<file path="config.mk">
export PLATFORM = sky130hd
export DESIGN_NAME = bucketed_hash_insert_flat
export DESIGN_NICKNAME = d
export VERILOG_FILES = /design/src/bhi_pkg.sv /design/src/bhi_if.sv /design/src/bhi_rem.sv /design/src/bhi_bcd.sv /design/src/bhi_fill.sv /design/src/bhi_store.sv /design/src/bucketed_hash_insert.sv /design/src/flat_wrapper.sv
export SDC_FILE = /design/constraint.sdc
export NUM_CORES = 2
export LEC_CHECK = 0
export BUFFER_PORTS_ARGS = -buffer_cell sky130_fd_sc_hd__buf_4
export CORE_ASPECT_RATIO = 1.1
export CORE_MARGIN = 3
export CORE_UTILIZATION = 29
export DETAILED_ROUTE_END_ITERATION = 7
export SYNTH_ARGS = -nofsm -noshare
export SYNTH_HDL_FRONTEND = slang
export SYNTH_SLANG_ARGS = --single-unit
</file>
<file path="constraint.sdc">
create_clock -name clk -period 44 [get_ports clk]
set_input_delay 0 -clock clk [delete_from_list [all_inputs] [get_ports clk]]
set_output_delay 0 -clock clk [all_outputs]
set_load 0.05 [all_outputs]
</file>
<file path="src/bhi_pkg.sv">
// Shared widths, codes, types and digit arithmetic of the bucketed hash insert block.
package bhi_pkg;

	localparam int KEY_W      = 24;
	localparam int PAY_W      = 32;
	localparam int STAT_W     = 2;
	localparam int BKT_OUT_W  = 10;
	localparam int SLOT_OUT_W = 3;
	localparam int MODE_W     = 2;
	localparam int CFG_W      = 11;
	localparam int PADDR_W    = 4;
	localparam int PDATA_W    = 32;

	localparam int SLOTS_PER_BUCKET_DEF = 8;
	localparam int MAX_BUCKETS_DEF      = 1024;

	// Remainder unit operand sizing
	localparam int DIV_W  = KEY_W;
	localparam int LEN_W  = $clog2(DIV_W + 1);
	localparam int BIT_W  = $clog2(DIV_W);

	// Digit converter and hash sums
	localparam int BCD_DIGITS = 8;
	localparam int OCT_DIGITS = 7;
	localparam int FOLD_W     = 12;
	localparam int OCT_W      = 22;

	// Register reset values
	localparam logic [MODE_W-1:0] HASH_MODE_RST = 2'd2;
	localparam logic [CFG_W-1:0]  PRIME_RST     = 11'd1021;
	localparam logic [CFG_W-1:0]  BUCKETS_RST   = 11'd1024;

	// Register indexes
	localparam logic [1:0] REG_HASH_MODE = 2'd0;
	localparam logic [1:0] REG_PRIME     = 2'd1;
	localparam logic [1:0] REG_BUCKETS   = 2'd2;

	// Hash modes; any other code selects the octal reading
	localparam logic [MODE_W-1:0] MODE_FOLD  = 2'd0;
	localparam logic [MODE_W-1:0] MODE_PRIME = 2'd1;

	typedef enum logic [STAT_W-1:0] {
		STAT_STORED   = 2'd0,
		STAT_FULL     = 2'd1,
		STAT_ZERO_KEY = 2'd2
	} status_t;

	typedef enum logic [2:0] {
		ST_CLEAR,
		ST_IDLE,
		ST_BCD,
		ST_HASH,
		ST_REDUCE,
		ST_RD,
		ST_CHK,
		ST_OUT
	} state_t;

	typedef logic [BCD_DIGITS-1:0][3:0] bcd_t;

	typedef struct packed {
		logic              start;
		logic [LEN_W-1:0]  len;
		logic [DIV_W-1:0]  dividend;
		logic [CFG_W-1:0]  divisor;
	} rem_req_t;

	typedef struct packed {
		logic              done;
		logic [CFG_W-1:0]  rem;
	} rem_rsp_t;

	// Digit fold: top group in order, middle group,
	// bottom pair swapped, all added.
	function automatic logic [FOLD_W-1:0] fold_sum(input bcd_t d);
		logic [FOLD_W-1:0] s;
		s = FOLD_W'(d[7]) * FOLD_W'(100) + FOLD_W'(d[6]) * FOLD_W'(10) + FOLD_W'(d[5])
			+ FOLD_W'(d[4]) * FOLD_W'(110) + FOLD_W'(d[3]) * FOLD_W'(10) + FOLD_W'(d[2])
			+ FOLD_W'(d[1]) + FOLD_W'(d[0]) * FOLD_W'(10);
		return s;
	endfunction

	// Seven low decimal digits weighted by powers of eight.
	function automatic logic [OCT_W-1:0] octal_acc(input bcd_t d);
		logic [OCT_W-1:0] s;
		s = '0;
		for (int i = 0; i < OCT_DIGITS; i++) begin
			s = s + (OCT_W'(d[i]) << (3 * i));
		end
		return s;
	endfunction

endpackage

</file>
<file path="src/bhi_if.sv">
// Valid/ready channel interfaces for records in and insert results out.
interface bhi_rec_if import bhi_pkg::*; ();
	logic             valid;
	logic             ready;
	logic [KEY_W-1:0] record_key;
	logic [PAY_W-1:0] record_payload;

	modport source (output valid, output record_key, output record_payload, input ready);
	modport sink   (input valid, input record_key, input record_payload, output ready);
endinterface

interface bhi_res_if import bhi_pkg::*; ();
	logic                  valid;
	logic                  ready;
	logic [STAT_W-1:0]     status;
	logic [BKT_OUT_W-1:0]  home_bucket;
	logic [BKT_OUT_W-1:0]  placed_bucket;
	logic [SLOT_OUT_W-1:0] placed_slot;
	logic                  overflowed;

	modport source (output valid, output status, output home_bucket, output placed_bucket,
		output placed_slot, output overflowed, input ready);
	modport sink   (input valid, input status, input home_bucket, input placed_bucket,
		input placed_slot, input overflowed, output ready);
endinterface

</file>
<file path="src/bhi_rem.sv">
// Shared restoring remainder unit: one dividend bit per cycle.
module bhi_rem import bhi_pkg::*; (
	input  logic     clk,
	input  logic     arst_n,
	input  rem_req_t req,
	output rem_rsp_t rsp
);

	logic [DIV_W-1:0] dvd_q;
	logic [CFG_W-1:0] dvs_q;
	logic [CFG_W-1:0] r_q;
	logic [BIT_W-1:0] bit_q;
	logic             busy_q;
	logic             done_q;
	logic [CFG_W:0]   trial;
	logic [CFG_W-1:0] r_next;

	always_comb begin
		trial = {r_q, dvd_q[bit_q]};
		if (trial >= {1'b0, dvs_q}) begin
			r_next = CFG_W'(trial - {1'b0, dvs_q});
		end else begin
			r_next = CFG_W'(trial);
		end
	end

	always_ff @(posedge clk or negedge arst_n) begin
		if (!arst_n) begin
			busy_q <= 1'b0;
			done_q <= 1'b0;
		end else begin
			done_q <= 1'b0;
			if (req.start) begin
				busy_q <= 1'b1;
			end else if (busy_q && bit_q == '0) begin
				busy_q <= 1'b0;
				done_q <= 1'b1;
			end
		end
	end

	always_ff @(posedge clk) begin
		if (req.start) begin
			dvd_q <= req.dividend;
			dvs_q <= req.divisor;
			bit_q <= BIT_W'(req.len - LEN_W'(1));
			r_q   <= '0;
		end else if (busy_q) begin
			r_q <= r_next;
			if (bit_q != '0) begin
				bit_q <= bit_q - BIT_W'(1);
			end
		end
	end

	assign rsp.done = done_q;
	assign rsp.rem  = r_q;

endmodule

</file>
<file path="src/bhi_bcd.sv">
// Binary to decimal digit converter, shift-and-add-three, one key bit per cycle.
module bhi_bcd import bhi_pkg::*; (
	input  logic             clk,
	input  logic             arst_n,
	input  logic             start,
	input  logic [KEY_W-1:0] key,
	output logic             done,
	output bcd_t             digits
);

	localparam int CNT_W = $clog2(KEY_W);

	logic [KEY_W-1:0] bin_q;
	bcd_t             bcd_q;
	bcd_t             adj;
	logic [CNT_W-1:0] cnt_q;
	logic             busy_q;
	logic             done_q;

	always_comb begin
		for (int i = 0; i < BCD_DIGITS; i++) begin
			adj[i] = (bcd_q[i] >= 4'd5) ? bcd_q[i] + 4'd3 : bcd_q[i];
		end
	end

	always_ff @(posedge clk or negedge arst_n) begin
		if (!arst_n) begin
			busy_q <= 1'b0;
			done_q <= 1'b0;
		end else begin
			done_q <= 1'b0;
			if (start) begin
				busy_q <= 1'b1;
			end else if (busy_q && cnt_q == '0) begin
				busy_q <= 1'b0;
				done_q <= 1'b1;
			end
		end
	end

	always_ff @(posedge clk) begin
		if (start) begin
			bin_q <= key;
			bcd_q <= '0;
			cnt_q <= CNT_W'(KEY_W - 1);
		end else if (busy_q) begin
			{bcd_q, bin_q} <= {adj, bin_q} << 1;
			if (cnt_q != '0) begin
				cnt_q <= cnt_q - CNT_W'(1);
			end
		end
	end

	assign done   = done_q;
	assign digits = bcd_q;

endmodule

</file>
<file path="src/bhi_fill.sv">
// Per-bucket fill count memory, one write and one registered read port.
module bhi_fill #(
	parameter int DEPTH  = 1024,
	parameter int ADDR_W = 10,
	parameter int DATA_W = 4
) (
	input  logic              clk,
	input  logic              wr_en,
	input  logic [ADDR_W-1:0] wr_addr,
	input  logic [DATA_W-1:0] wr_data,
	input  logic              rd_en,
	input  logic [ADDR_W-1:0] rd_addr,
	output logic [DATA_W-1:0] rd_data
);

	logic [DATA_W-1:0] mem [DEPTH];
	logic [DATA_W-1:0] rd_q;

	always_ff @(posedge clk) begin
		if (wr_en) begin
			mem[wr_addr] <= wr_data;
		end
	end

	always_ff @(posedge clk) begin
		if (rd_en) begin
			rd_q <= mem[rd_addr];
		end
	end

	assign rd_data = rd_q;

endmodule

</file>
<file path="src/bhi_store.sv">
// Key and payload slot storage, addressed by bucket and slot.
module bhi_store import bhi_pkg::*; #(
	parameter int SLOTS_PER_BUCKET = SLOTS_PER_BUCKET_DEF,
	parameter int MAX_BUCKETS      = MAX_BUCKETS_DEF,
	parameter int BKT_W            = 10,
	parameter int FILL_W           = 4
) (
	input  logic              clk,
	input  logic              wr_en,
	input  logic [BKT_W-1:0]  bkt,
	input  logic [FILL_W-1:0] slot,
	input  logic [KEY_W-1:0]  key,
	input  logic [PAY_W-1:0]  payload
);

	localparam int DEPTH = MAX_BUCKETS * SLOTS_PER_BUCKET;
	localparam int IDX_W = (DEPTH > 1) ? $clog2(DEPTH) : 1;

	logic [KEY_W-1:0] key_mem [DEPTH];
	logic [PAY_W-1:0] pay_mem [DEPTH];
	logic [IDX_W-1:0] idx;

	assign idx = IDX_W'(bkt) * IDX_W'(SLOTS_PER_BUCKET) + IDX_W'(slot);

	always_ff @(posedge clk) begin
		if (wr_en) begin
			key_mem[idx] <= key;
			pay_mem[idx] <= payload;
		end
	end

endmodule

</file>
<file path="src/bucketed_hash_insert.sv">
// Top level of the bucketed hash insert block: registers, sequencer and datapath.
//
//  channel  | dir | handshake         | payload
//  ---------+-----+-------------------+---------------------------------------------
//  rec      | in  | valid/ready       | record_key[23:0], record_payload[31:0]
//  res      | out | valid/ready       | status, home_bucket, placed_bucket,
//           |     |                   | placed_slot, overflowed
//  apb      | in  | psel/penable      | paddr[3:0], pwdata/prdata[31:0], pready = 1
//
//  One record at a time. After the accept, the key goes through the digit converter
//  (fold and octal modes) and then through the shared remainder unit, one dividend
//  bit per cycle, with a second remainder pass when the home must be reduced by the
//  bucket count. Each bucket visited is probed by a read and then a check, and the
//  outcome then goes into the result register.
//  A zero key goes from the accept straight to ST_OUT and then into the result
//  register; rec.ready is back in the same cycle that res.valid rises.
//  After reset a clearing pass zeroes the fill memory, one bucket at a time, with
//  rec.ready low; register writes are taken throughout.
//  A result waiting on res.ready does not block the next accept; the sequencer only
//  holds in ST_OUT when the previous result has still not been taken.
module bucketed_hash_insert import bhi_pkg::*; #(
	parameter int SLOTS_PER_BUCKET = SLOTS_PER_BUCKET_DEF,
	parameter int MAX_BUCKETS      = MAX_BUCKETS_DEF
) (
	input  logic               clk,
	input  logic               arst_n,
	bhi_rec_if.sink            rec,
	bhi_res_if.source          res,
	input  logic               psel,
	input  logic               penable,
	input  logic               pwrite,
	input  logic [PADDR_W-1:0] paddr,
	input  logic [PDATA_W-1:0] pwdata,
	output logic [PDATA_W-1:0] prdata,
	output logic               pready
);

	localparam int BKT_W  = $clog2(MAX_BUCKETS);
	localparam int FILL_W = $clog2(SLOTS_PER_BUCKET + 1);
	localparam int MAXB_W = $clog2(MAX_BUCKETS + 1);
	localparam int NBX_W  = (CFG_W > MAXB_W) ? CFG_W : MAXB_W;
	localparam int BKX_W  = BKT_W + BKT_OUT_W;
	localparam int SLX_W  = FILL_W + SLOT_OUT_W;

	// ---------------- configuration registers ----------------
	logic [MODE_W-1:0] mode_q;
	logic [CFG_W-1:0]  prime_q;
	logic [CFG_W-1:0]  buckets_q;
	logic [1:0]        reg_idx;
	logic              cfg_wr;

	assign pready  = 1'b1;
	assign reg_idx = paddr[PADDR_W-1:2];
	assign cfg_wr  = psel && penable && pwrite && pready;

	always_ff @(posedge clk or negedge arst_n) begin
		if (!arst_n) begin
			mode_q    <= HASH_MODE_RST;
			prime_q   <= PRIME_RST;
			buckets_q <= BUCKETS_RST;
		end else if (cfg_wr) begin
			case (reg_idx)
				REG_HASH_MODE: mode_q    <= pwdata[MODE_W-1:0];
				REG_PRIME:     prime_q   <= pwdata[CFG_W-1:0];
				REG_BUCKETS:   buckets_q <= pwdata[CFG_W-1:0];
				default: ;
			endcase
		end
	end

	always_comb begin
		case (reg_idx)
			REG_HASH_MODE: prdata = PDATA_W'(mode_q);
			REG_PRIME:     prdata = PDATA_W'(prime_q);
			REG_BUCKETS:   prdata = PDATA_W'(buckets_q);
			default:       prdata = '0;
		endcase
	end

	// Effective bucket count: zero acts as one, clamp to the table size.
	// Effective prime: zero acts as one.
	logic [NBX_W-1:0] buckets_x;
	logic [CFG_W-1:0] nb_eff;
	logic [CFG_W-1:0] prime_eff;

	assign buckets_x = NBX_W'(buckets_q);

	always_comb begin
		if (buckets_q == '0) begin
			nb_eff = CFG_W'(1);
		end else if (buckets_x > NBX_W'(MAX_BUCKETS)) begin
			nb_eff = CFG_W'(MAX_BUCKETS);
		end else begin
			nb_eff = buckets_q;
		end
		prime_eff = (prime_q == '0) ? CFG_W'(1) : prime_q;
	end

	// ---------------- shared units ----------------
	rem_req_t rem_req;
	rem_rsp_t rem_rsp;
	logic     bcd_start;
	logic     bcd_done;
	bcd_t     digits;

	bhi_rem u_rem (
		.clk    (clk),
		.arst_n (arst_n),
		.req    (rem_req),
		.rsp    (rem_rsp)
	);

	bhi_bcd u_bcd (
		.clk    (clk),
		.arst_n (arst_n),
		.start  (bcd_start),
		.key    (rec.record_key),
		.done   (bcd_done),
		.digits (digits)
	);

	// ---------------- fill memory and slot storage ----------------
	logic              fill_wr_en;
	logic [BKT_W-1:0]  fill_wr_addr;
	logic [FILL_W-1:0] fill_wr_data;
	logic              fill_rd_en;
	logic [FILL_W-1:0] fill_rd_data;
	logic              store_wr;

	state_t            state_q;
	state_t            state_d;
	logic [BKT_W-1:0]  clr_q;
	logic [KEY_W-1:0]  key_q;
	logic [PAY_W-1:0]  payload_q;
	logic [BKT_W-1:0]  home_q;
	logic [BKT_W-1:0]  bkt_q;
	logic [CFG_W-1:0]  probe_cnt_q;

	bhi_fill #(
		.DEPTH  (MAX_BUCKETS),
		.ADDR_W (BKT_W),
		.DATA_W (FILL_W)
	) u_fill (
		.clk     (clk),
		.wr_en   (fill_wr_en),
		.wr_addr (fill_wr_addr),
		.wr_data (fill_wr_data),
		.rd_en   (fill_rd_en),
		.rd_addr (bkt_q),
		.rd_data (fill_rd_data)
	);

	bhi_store #(
		.SLOTS_PER_BUCKET (SLOTS_PER_BUCKET),
		.MAX_BUCKETS      (MAX_BUCKETS),
		.BKT_W            (BKT_W),
		.FILL_W           (FILL_W)
	) u_store (
		.clk     (clk),
		.wr_en   (store_wr),
		.bkt     (bkt_q),
		.slot    (fill_rd_data),
		.key     (key_q),
		.payload (payload_q)
	);

	// ---------------- sequencer ----------------
	logic             accept;
	logic             zero_key;
	logic             home_big;
	logic             hit;
	logic             last_probe;
	logic [CFG_W-1:0] bkt_inc;
	logic [BKT_W-1:0] bkt_nx;
	logic             res_valid_q;
	logic             out_load;

	assign rec.ready  = (state_q == ST_IDLE);
	assign accept     = rec.valid && rec.ready;
	assign zero_key   = (rec.record_key == '0);
	assign home_big   = (rem_rsp.rem >= nb_eff);
	assign hit        = (fill_rd_data < FILL_W'(SLOTS_PER_BUCKET));
	assign last_probe = ((probe_cnt_q + CFG_W'(1)) == nb_eff);
	assign bkt_inc    = CFG_W'(bkt_q) + CFG_W'(1);
	assign bkt_nx     = (bkt_inc == nb_eff) ? '0 : BKT_W'(bkt_inc);
	assign out_load   = (state_q == ST_OUT) && (!res_valid_q || res.ready);

	always_comb begin
		state_d      = state_q;
		rem_req      = '0;
		bcd_start    = 1'b0;
		fill_rd_en   = 1'b0;
		fill_wr_en   = 1'b0;
		fill_wr_addr = bkt_q;
		fill_wr_data = fill_rd_data + FILL_W'(1);
		store_wr     = 1'b0;
		case (state_q)
			ST_CLEAR: begin
				// Sweep the fill memory back to empty, one bucket a cycle
				fill_wr_en   = 1'b1;
				fill_wr_addr = clr_q;
				fill_wr_data = '0;
				if (clr_q == BKT_W'(MAX_BUCKETS - 1)) begin
					state_d = ST_IDLE;
				end
			end
			ST_IDLE: begin
				if (accept) begin
					if (zero_key) begin
						state_d = ST_OUT;
					end else if (mode_q == MODE_PRIME) begin
						rem_req = '{start: 1'b1, len: LEN_W'(KEY_W),
							dividend: rec.record_key, divisor: prime_eff};
						state_d = ST_HASH;
					end else begin
						bcd_start = 1'b1;
						state_d   = ST_BCD;
					end
				end
			end
			ST_BCD: begin
				if (bcd_done) begin
					if (mode_q == MODE_FOLD) begin
						rem_req = '{start: 1'b1, len: LEN_W'(FOLD_W),
							dividend: DIV_W'(fold_sum(digits)), divisor: nb_eff};
					end else begin
						rem_req = '{start: 1'b1, len: LEN_W'(OCT_W),
							dividend: DIV_W'(octal_acc(digits)), divisor: prime_eff};
					end
					state_d = ST_HASH;
				end
			end
			ST_HASH: begin
				if (rem_rsp.done) begin
					if (home_big) begin
						// Remainder at or above the bucket count: fold back into range
						rem_req = '{start: 1'b1, len: LEN_W'(CFG_W),
							dividend: DIV_W'(rem_rsp.rem), divisor: nb_eff};
						state_d = ST_REDUCE;
					end else begin
						state_d = ST_RD;
					end
				end
			end
			ST_REDUCE: begin
				if (rem_rsp.done) begin
					state_d = ST_RD;
				end
			end
			ST_RD: begin
				fill_rd_en = 1'b1;
				state_d    = ST_CHK;
			end
			ST_CHK: begin
				if (hit) begin
					fill_wr_en = 1'b1;
					store_wr   = 1'b1;
					state_d    = ST_OUT;
				end else if (last_probe) begin
					state_d = ST_OUT;
				end else begin
					state_d = ST_RD;
				end
			end
			ST_OUT: begin
				if (out_load) begin
					state_d = ST_IDLE;
				end
			end
			default: state_d = ST_IDLE;
		endcase
	end

	always_ff @(posedge clk or negedge arst_n) begin
		if (!arst_n) begin
			state_q <= ST_CLEAR;
			clr_q   <= '0;
		end else begin
			state_q <= state_d;
			if (state_q == ST_CLEAR) begin
				clr_q <= clr_q + BKT_W'(1);
			end
		end
	end

	// ---------------- datapath ----------------
	status_t           rstat_q;
	logic [BKT_W-1:0]  rhome_q;
	logic [BKT_W-1:0]  rplaced_q;
	logic [FILL_W-1:0] rslot_q;
	logic              rovf_q;

	always_ff @(posedge clk) begin
		if (accept) begin
			key_q     <= rec.record_key;
			payload_q <= rec.record_payload;
			// Zero key: reject with every other field cleared
			rstat_q   <= STAT_ZERO_KEY;
			rhome_q   <= '0;
			rplaced_q <= '0;
			rslot_q   <= '0;
			rovf_q    <= 1'b0;
		end
		if ((state_q == ST_HASH && rem_rsp.done && !home_big)
			|| (state_q == ST_REDUCE && rem_rsp.done)) begin
			home_q      <= BKT_W'(rem_rsp.rem);
			bkt_q       <= BKT_W'(rem_rsp.rem);
			probe_cnt_q <= '0;
		end
		if (state_q == ST_CHK) begin
			if (hit) begin
				rstat_q   <= STAT_STORED;
				rhome_q   <= home_q;
				rplaced_q <= bkt_q;
				rslot_q   <= fill_rd_data;
				rovf_q    <= (bkt_q != home_q);
			end else if (last_probe) begin
				// Every bucket in use is full: report home only
				rstat_q   <= STAT_FULL;
				rhome_q   <= home_q;
				rplaced_q <= '0;
				rslot_q   <= '0;
				rovf_q    <= 1'b0;
			end else begin
				// Advance to the next bucket, wrap at the bucket count
				bkt_q       <= bkt_nx;
				probe_cnt_q <= probe_cnt_q + CFG_W'(1);
			end
		end
	end

	// ---------------- result register ----------------
	status_t               res_stat_q;
	logic [BKT_OUT_W-1:0]  res_home_q;
	logic [BKT_OUT_W-1:0]  res_placed_q;
	logic [SLOT_OUT_W-1:0] res_slot_q;
	logic                  res_ovf_q;
	logic [BKX_W-1:0]      rhome_x;
	logic [BKX_W-1:0]      rplaced_x;
	logic [SLX_W-1:0]      rslot_x;

	assign rhome_x   = BKX_W'(rhome_q);
	assign rplaced_x = BKX_W'(rplaced_q);
	assign rslot_x   = SLX_W'(rslot_q);

	always_ff @(posedge clk or negedge arst_n) begin
		if (!arst_n) begin
			res_valid_q <= 1'b0;
		end else if (out_load) begin
			res_valid_q <= 1'b1;
		end else if (res.ready) begin
			res_valid_q <= 1'b0;
		end
	end

	always_ff @(posedge clk) begin
		if (out_load) begin
			res_stat_q   <= rstat_q;
			res_home_q   <= rhome_x[BKT_OUT_W-1:0];
			res_placed_q <= rplaced_x[BKT_OUT_W-1:0];
			res_slot_q   <= rslot_x[SLOT_OUT_W-1:0];
			res_ovf_q    <= rovf_q;
		end
	end

	assign res.valid         = res_valid_q;
	assign res.status        = res_stat_q;
	assign res.home_bucket   = res_home_q;
	assign res.placed_bucket = res_placed_q;
	assign res.placed_slot   = res_slot_q;
	assign res.overflowed    = res_ovf_q;

	// ---------------- assertions ----------------
	a_zero_key_direct: assert property (@(posedge clk) disable iff (!arst_n)
		(accept && zero_key) |=> (state_q == ST_OUT))
		else $error("zero key did not go straight to the result");

	a_rem_done_state: assert property (@(posedge clk) disable iff (!arst_n)
		rem_rsp.done |-> (state_q == ST_HASH || state_q == ST_REDUCE))
		else $error("remainder finished outside a hash step");

	a_placed_in_range: assert property (@(posedge clk) disable iff (!arst_n)
		(state_q == ST_CHK) |-> (CFG_W'(bkt_q) < nb_eff && CFG_W'(home_q) < nb_eff))
		else $error("probe bucket beyond the bucket count");

	a_store_fill_space: assert property (@(posedge clk) disable iff (!arst_n)
		store_wr |-> (state_q == ST_CHK && fill_wr_addr == bkt_q))
		else $error("slot write without a matching fill update");

endmodule
</file>
<file path="src/flat_wrapper.sv">
// flat-port wrapper written by rule: the top's interface ports become plain ports
module bucketed_hash_insert_flat import bhi_pkg::*;
#(
	parameter int SLOTS_PER_BUCKET = SLOTS_PER_BUCKET_DEF,
	parameter int MAX_BUCKETS      = MAX_BUCKETS_DEF
)
  (clk, arst_n, psel, penable, pwrite, paddr, pwdata, prdata, pready, rec_valid, rec_record_key, rec_record_payload, rec_ready, res_valid, res_status, res_home_bucket, res_placed_bucket, res_placed_slot, res_overflowed, res_ready);
  bhi_rec_if rec_i ();
  bhi_res_if res_i ();
  input  logic clk;
  input  logic arst_n;
  input  logic psel;
  input  logic penable;
  input  logic pwrite;
  input  logic [PADDR_W-1:0] paddr;
  input  logic [PDATA_W-1:0] pwdata;
  output logic [PDATA_W-1:0] prdata;
  output logic pready;
  input wire logic [$bits(rec_i.valid)-1:0] rec_valid;
  input wire logic [$bits(rec_i.record_key)-1:0] rec_record_key;
  input wire logic [$bits(rec_i.record_payload)-1:0] rec_record_payload;
  output wire logic [$bits(rec_i.ready)-1:0] rec_ready;
  output wire logic [$bits(res_i.valid)-1:0] res_valid;
  output wire logic [$bits(res_i.status)-1:0] res_status;
  output wire logic [$bits(res_i.home_bucket)-1:0] res_home_bucket;
  output wire logic [$bits(res_i.placed_bucket)-1:0] res_placed_bucket;
  output wire logic [$bits(res_i.placed_slot)-1:0] res_placed_slot;
  output wire logic [$bits(res_i.overflowed)-1:0] res_overflowed;
  input wire logic [$bits(res_i.ready)-1:0] res_ready;
  assign rec_i.valid = rec_valid;
  assign rec_i.record_key = rec_record_key;
  assign rec_i.record_payload = rec_record_payload;
  assign rec_ready = rec_i.ready;
  assign res_valid = res_i.valid;
  assign res_status = res_i.status;
  assign res_home_bucket = res_i.home_bucket;
  assign res_placed_bucket = res_i.placed_bucket;
  assign res_placed_slot = res_i.placed_slot;
  assign res_overflowed = res_i.overflowed;
  assign res_i.ready = res_ready;
  bucketed_hash_insert #(.SLOTS_PER_BUCKET(SLOTS_PER_BUCKET), .MAX_BUCKETS(MAX_BUCKETS)) u_core (.clk(clk), .arst_n(arst_n), .rec(rec_i), .res(res_i), .psel(psel), .penable(penable), .pwrite(pwrite), .paddr(paddr), .pwdata(pwdata), .prdata(prdata), .pready(pready));
endmodule
</file>
==> metrics.txt <==
Worst path max stage delay=0.84 ns; crit path to=u_core.u_fill.rd_data[1]; delay-heaviest family, CP=buffers and inverters; crit share post-route=0.171; critical path arrival=about 8.1 ns; vias=93,400; clock sinks=4,337; VDD IR max=between 100 and 150 µV; status=completed; DR vias/cell=~5.2; Syn Inst Count=9,537; Fill cells=57,500; wire length on met1=198 mm; final wirelength=498 mm; antenna viol nets, final=0; Pwr Density=73.8 nW/µm²; MaxCap Viol Count=0; Final Max Slew Viols=0; initial antenna violation count=30; number of synthesized flops with an enable pin=4,200; largest net degree at the start of global routing=245; cell count along the critical path=13; layout cells sized above 1=0.206; WL met3=44.3 mm; Synth Flop Type=edfxtp_1; vias in the first global route=93,400; Non-Filler Instances=18,100; Synth Area per Inst=18.6 µm²; H-tree depth=5; row count=300; die width=752 µm; startpoint type of the worst setup path=flop; core area=between 600,000 and 700,000 µm²; R2R Setup Slk=36.48 ns; Final Hold Slack=0.164 ns; normalized max-slew margin=0.106; fin area=201,000 µm²; Clk Latency, worst-skew pair=1.00 ns; Post-DP HPWL=298 mm; worst slack, placed=around 36 ns; Critical Path RT=44.57 ns; placed inst area=~190,000 µm²; final hold vios=0; Global Route Usage Sum=0.156; post-cts sizing count=0; CTS tree=built; Worst-Margin Slew=1.34 ns; 1st-pass router iterations=5; ys async rst share=0.00968; Top Metal Used=met5; DRC viols=0; Die Span Y=826 µm; post-route setup slack=between 30 and 40 ns; Critical path buffers and inverters=6; Seq/Total Area, Yosys=0.728; Setup violations, final=0; Clock Pin Slew Worst Setup and Hold Paths=about 0.07 ns; highest clock rate=133 MHz; Syn-to-layout area delta=13.4%; die area=621,000 µm²; Crit Reg-Reg Endpoint=u_core.u_fill.rd_data[1]; DR iter-0 viols=11,400; Inst Count DP=17,200; element type at the critical path end=flop; Initial Util=0.292; cells on worst reg2reg path=13; r2r startpoint=u_core.bkt_q[0]; Routability Congestion=0.822; Slowest cell on crit path=o32ai_2; Root Driver=clkbuf_16; Seq cells post-synth=approximately 4,300; min Tclk post-route=around 7.5 ns; Critical Path Start=u_core.bkt_q[0]; Longest Clk Path Bufs=4; Worst Path Max Fanout=91; Hold Path Class=input pin to flop; RSZ-0062 raised after global routing=no; most used cell, CP=buf_4; Power, Total=14.9 mW; Min-Delay Path Depth=5; kind of critical path=flop to flop; io pins=160; synthesized cell area=between 150,000 and 200,000 µm²; Leak Pwr=62.5 nW; skew final=a little over 0.06 ns; wire length on met2=237 mm; final setup TNS=0 ns; synth unique cells=between 100 and 150; yosys warns=0; Layout Utilization=0.331; IO buf count=a little over 80; Congestion Overflow GR=0; crit-path cells=buf_4, buf_12, buf_4, buf_4, buf_4, mux4_2, a22oi_1, a21oi_1, o32ai_2, a2111oi_0, buf_4, a41oi_1, nand4_1; CTS Buf Count=419; average routed wire per standard cell=27.5 µm; first-pass GRT wire length=705 mm; Final Net Count=9,997
## flip-flops by register name, summed over array words and instances, names as in the netlist, 4 cells and up
| name | count |
|---|---|
| u_core.u_rem.bit_q | 5 |
| u_core.u_fill.mem | 4096 |
| u_core.u_rem.dvd_q | 24 |
| u_core.res.placed_bucket | 10 |
| u_core.res.home_bucket | 10 |
| u_core.clr_q | 10 |
| u_core.home_q | 10 |
| u_core.u_fill.rd_data | 4 |
| u_core.u_bcd.cnt_q | 5 |
| u_core.u_rem.r_q | 11 |
| u_core.buckets_q | 11 |
| u_core.u_bcd.bin_q | 24 |
| u_core.bkt_q | 10 |
| u_core.prime_q | 11 |
| u_core.u_rem.dvs_q | 11 |
| u_core.rhome_q | 10 |
| u_core.probe_cnt_q | 11 |
| u_core.u_bcd.digits | 32 |
| u_core.rplaced_q | 10 |
## how the worst min path moves through the flow
| stage | startpoint | end | slack (ns) |
|---|---|---|---|
| 6_report | psel | u_core.mode_q[1] | 0.16 |
| 5_1_grt | pwrite | u_core.mode_q[1] | 0.17 |
| 4_1_cts | pwrite | u_core.mode_q[1] | 0.06 |
| 3_5_place_dp | arst_n | u_core.prime_q[1] | 0.07 |
| 3_3_place_gp | arst_n | u_core.prime_q[1] | 0.06 |
| 2_1_floorplan | arst_n | u_core.buckets_q[0] | -0.30 |
## cells in the final DEF, fill, tap and decap left out, drive strengths merged, types with 26 or more instances in the layout
cell         instances
a211oi              45
nand2              367
nand3               51
nor4                27
mux4              1003
mux2i              329
nor3                59
a21oi              175
o22ai               66
nor2b               30
a31oi               35
edfxtp            4200
clkinv             194
fa                  41
xnor2               75
a22o                51
mux2                56
o21ai              154
dfrtp               31
o221ai              31
nor2              1192
dlygate4sd3         98
inv                131
a22oi              103
xor2                34
buf                335
nand2b              32
clkbuf             508
dfxtp               95
bufinv              45
a2111oi             26
ha                 119
a221oi              36
## Yosys cell counts, drive strengths merged (51+ instances only)
library cell | n | area, µm²
nor2 | 1192 | 4480
a22o | 51 | 447
o22ai | 66 | 413
nand2 | 367 | 1380
o21ai | 154 | 771
mux2 | 56 | 631
mux4 | 1003 | 22700
edfxtp | 4200 | 126000
mux2i | 329 | 3290
a22oi | 103 | 773
xnor2 | 75 | 657
clkbuf | 291 | 1130
a21oi | 175 | 876
buf | 382 | 3020
ha | 119 | 1490
nand3 | 51 | 260
dfxtp | 95 | 1900
nor3 | 59 | 305
inv | 116 | 435
## cell families (layout without fill, tap and decap cells)
| family | after synthesis | count (layout) | synth area share |
|---|---|---|---|
| multiplexers | 1388 | 1388 | 0.150 |
| other | 2 | 37 | 0.0000423 |
| XOR/XNOR | 112 | 112 | 0.00577 |
| AND/OR/NAND/NOR | 1866 | 1866 | 0.0435 |
| adder cells (fa/ha/maj) | 160 | 160 | 0.0130 |
| buffers and inverters | 790 | 1325 | 0.0259 |
| AO/OA/AOI/OAI | 882 | 882 | 0.0342 |
| flip-flops | 4337 | 4337 | 0.728 |
## area by class of cell
type                       count  area, µm²  share of cell area
antenna                       15       37.5            0.000187
clock buffer                 508      10900              0.0542
clock inverter               267       2720              0.0135
inverter                     117        449             0.00223
multi-input combinational   4430      44200               0.220
sequential                  4337     129000               0.642
tap                         8003      10000              0.0498
timing repair buffer         433       3740              0.0186
## power by group
group / total, mW / leakage (nW) / internal, mW / switching [mW]
sequential: 5.93 / 39.2 / 5.79 / 0.143
combinational: 5.32 / 16.6 / 1.73 / 3.59
clock: 3.61 / 6.62 / 2.03 / 1.58
## worst min-delay path, delay by kind of cell
kind,cells,cell delay (ns)
buffers and inverters,2,0.68
AND/OR/NAND/NOR,2,0.28
multiplexers,1,0.17
## layer usage
metal | global-route usage | up-vias
met1 | 0.209 | 49800
met3 | 0.0300 | 767
met4 | 0.0545 | 6
met2 | 0.253 | 4323
met5 | 0 | -
li1 | - | 38500
## timing repair
item	in CTS	in global routing
setup buffers	0	0
hold buffers	99	0
hold endpoints to repair	173	0
Power figures use the tool's default switching activity.
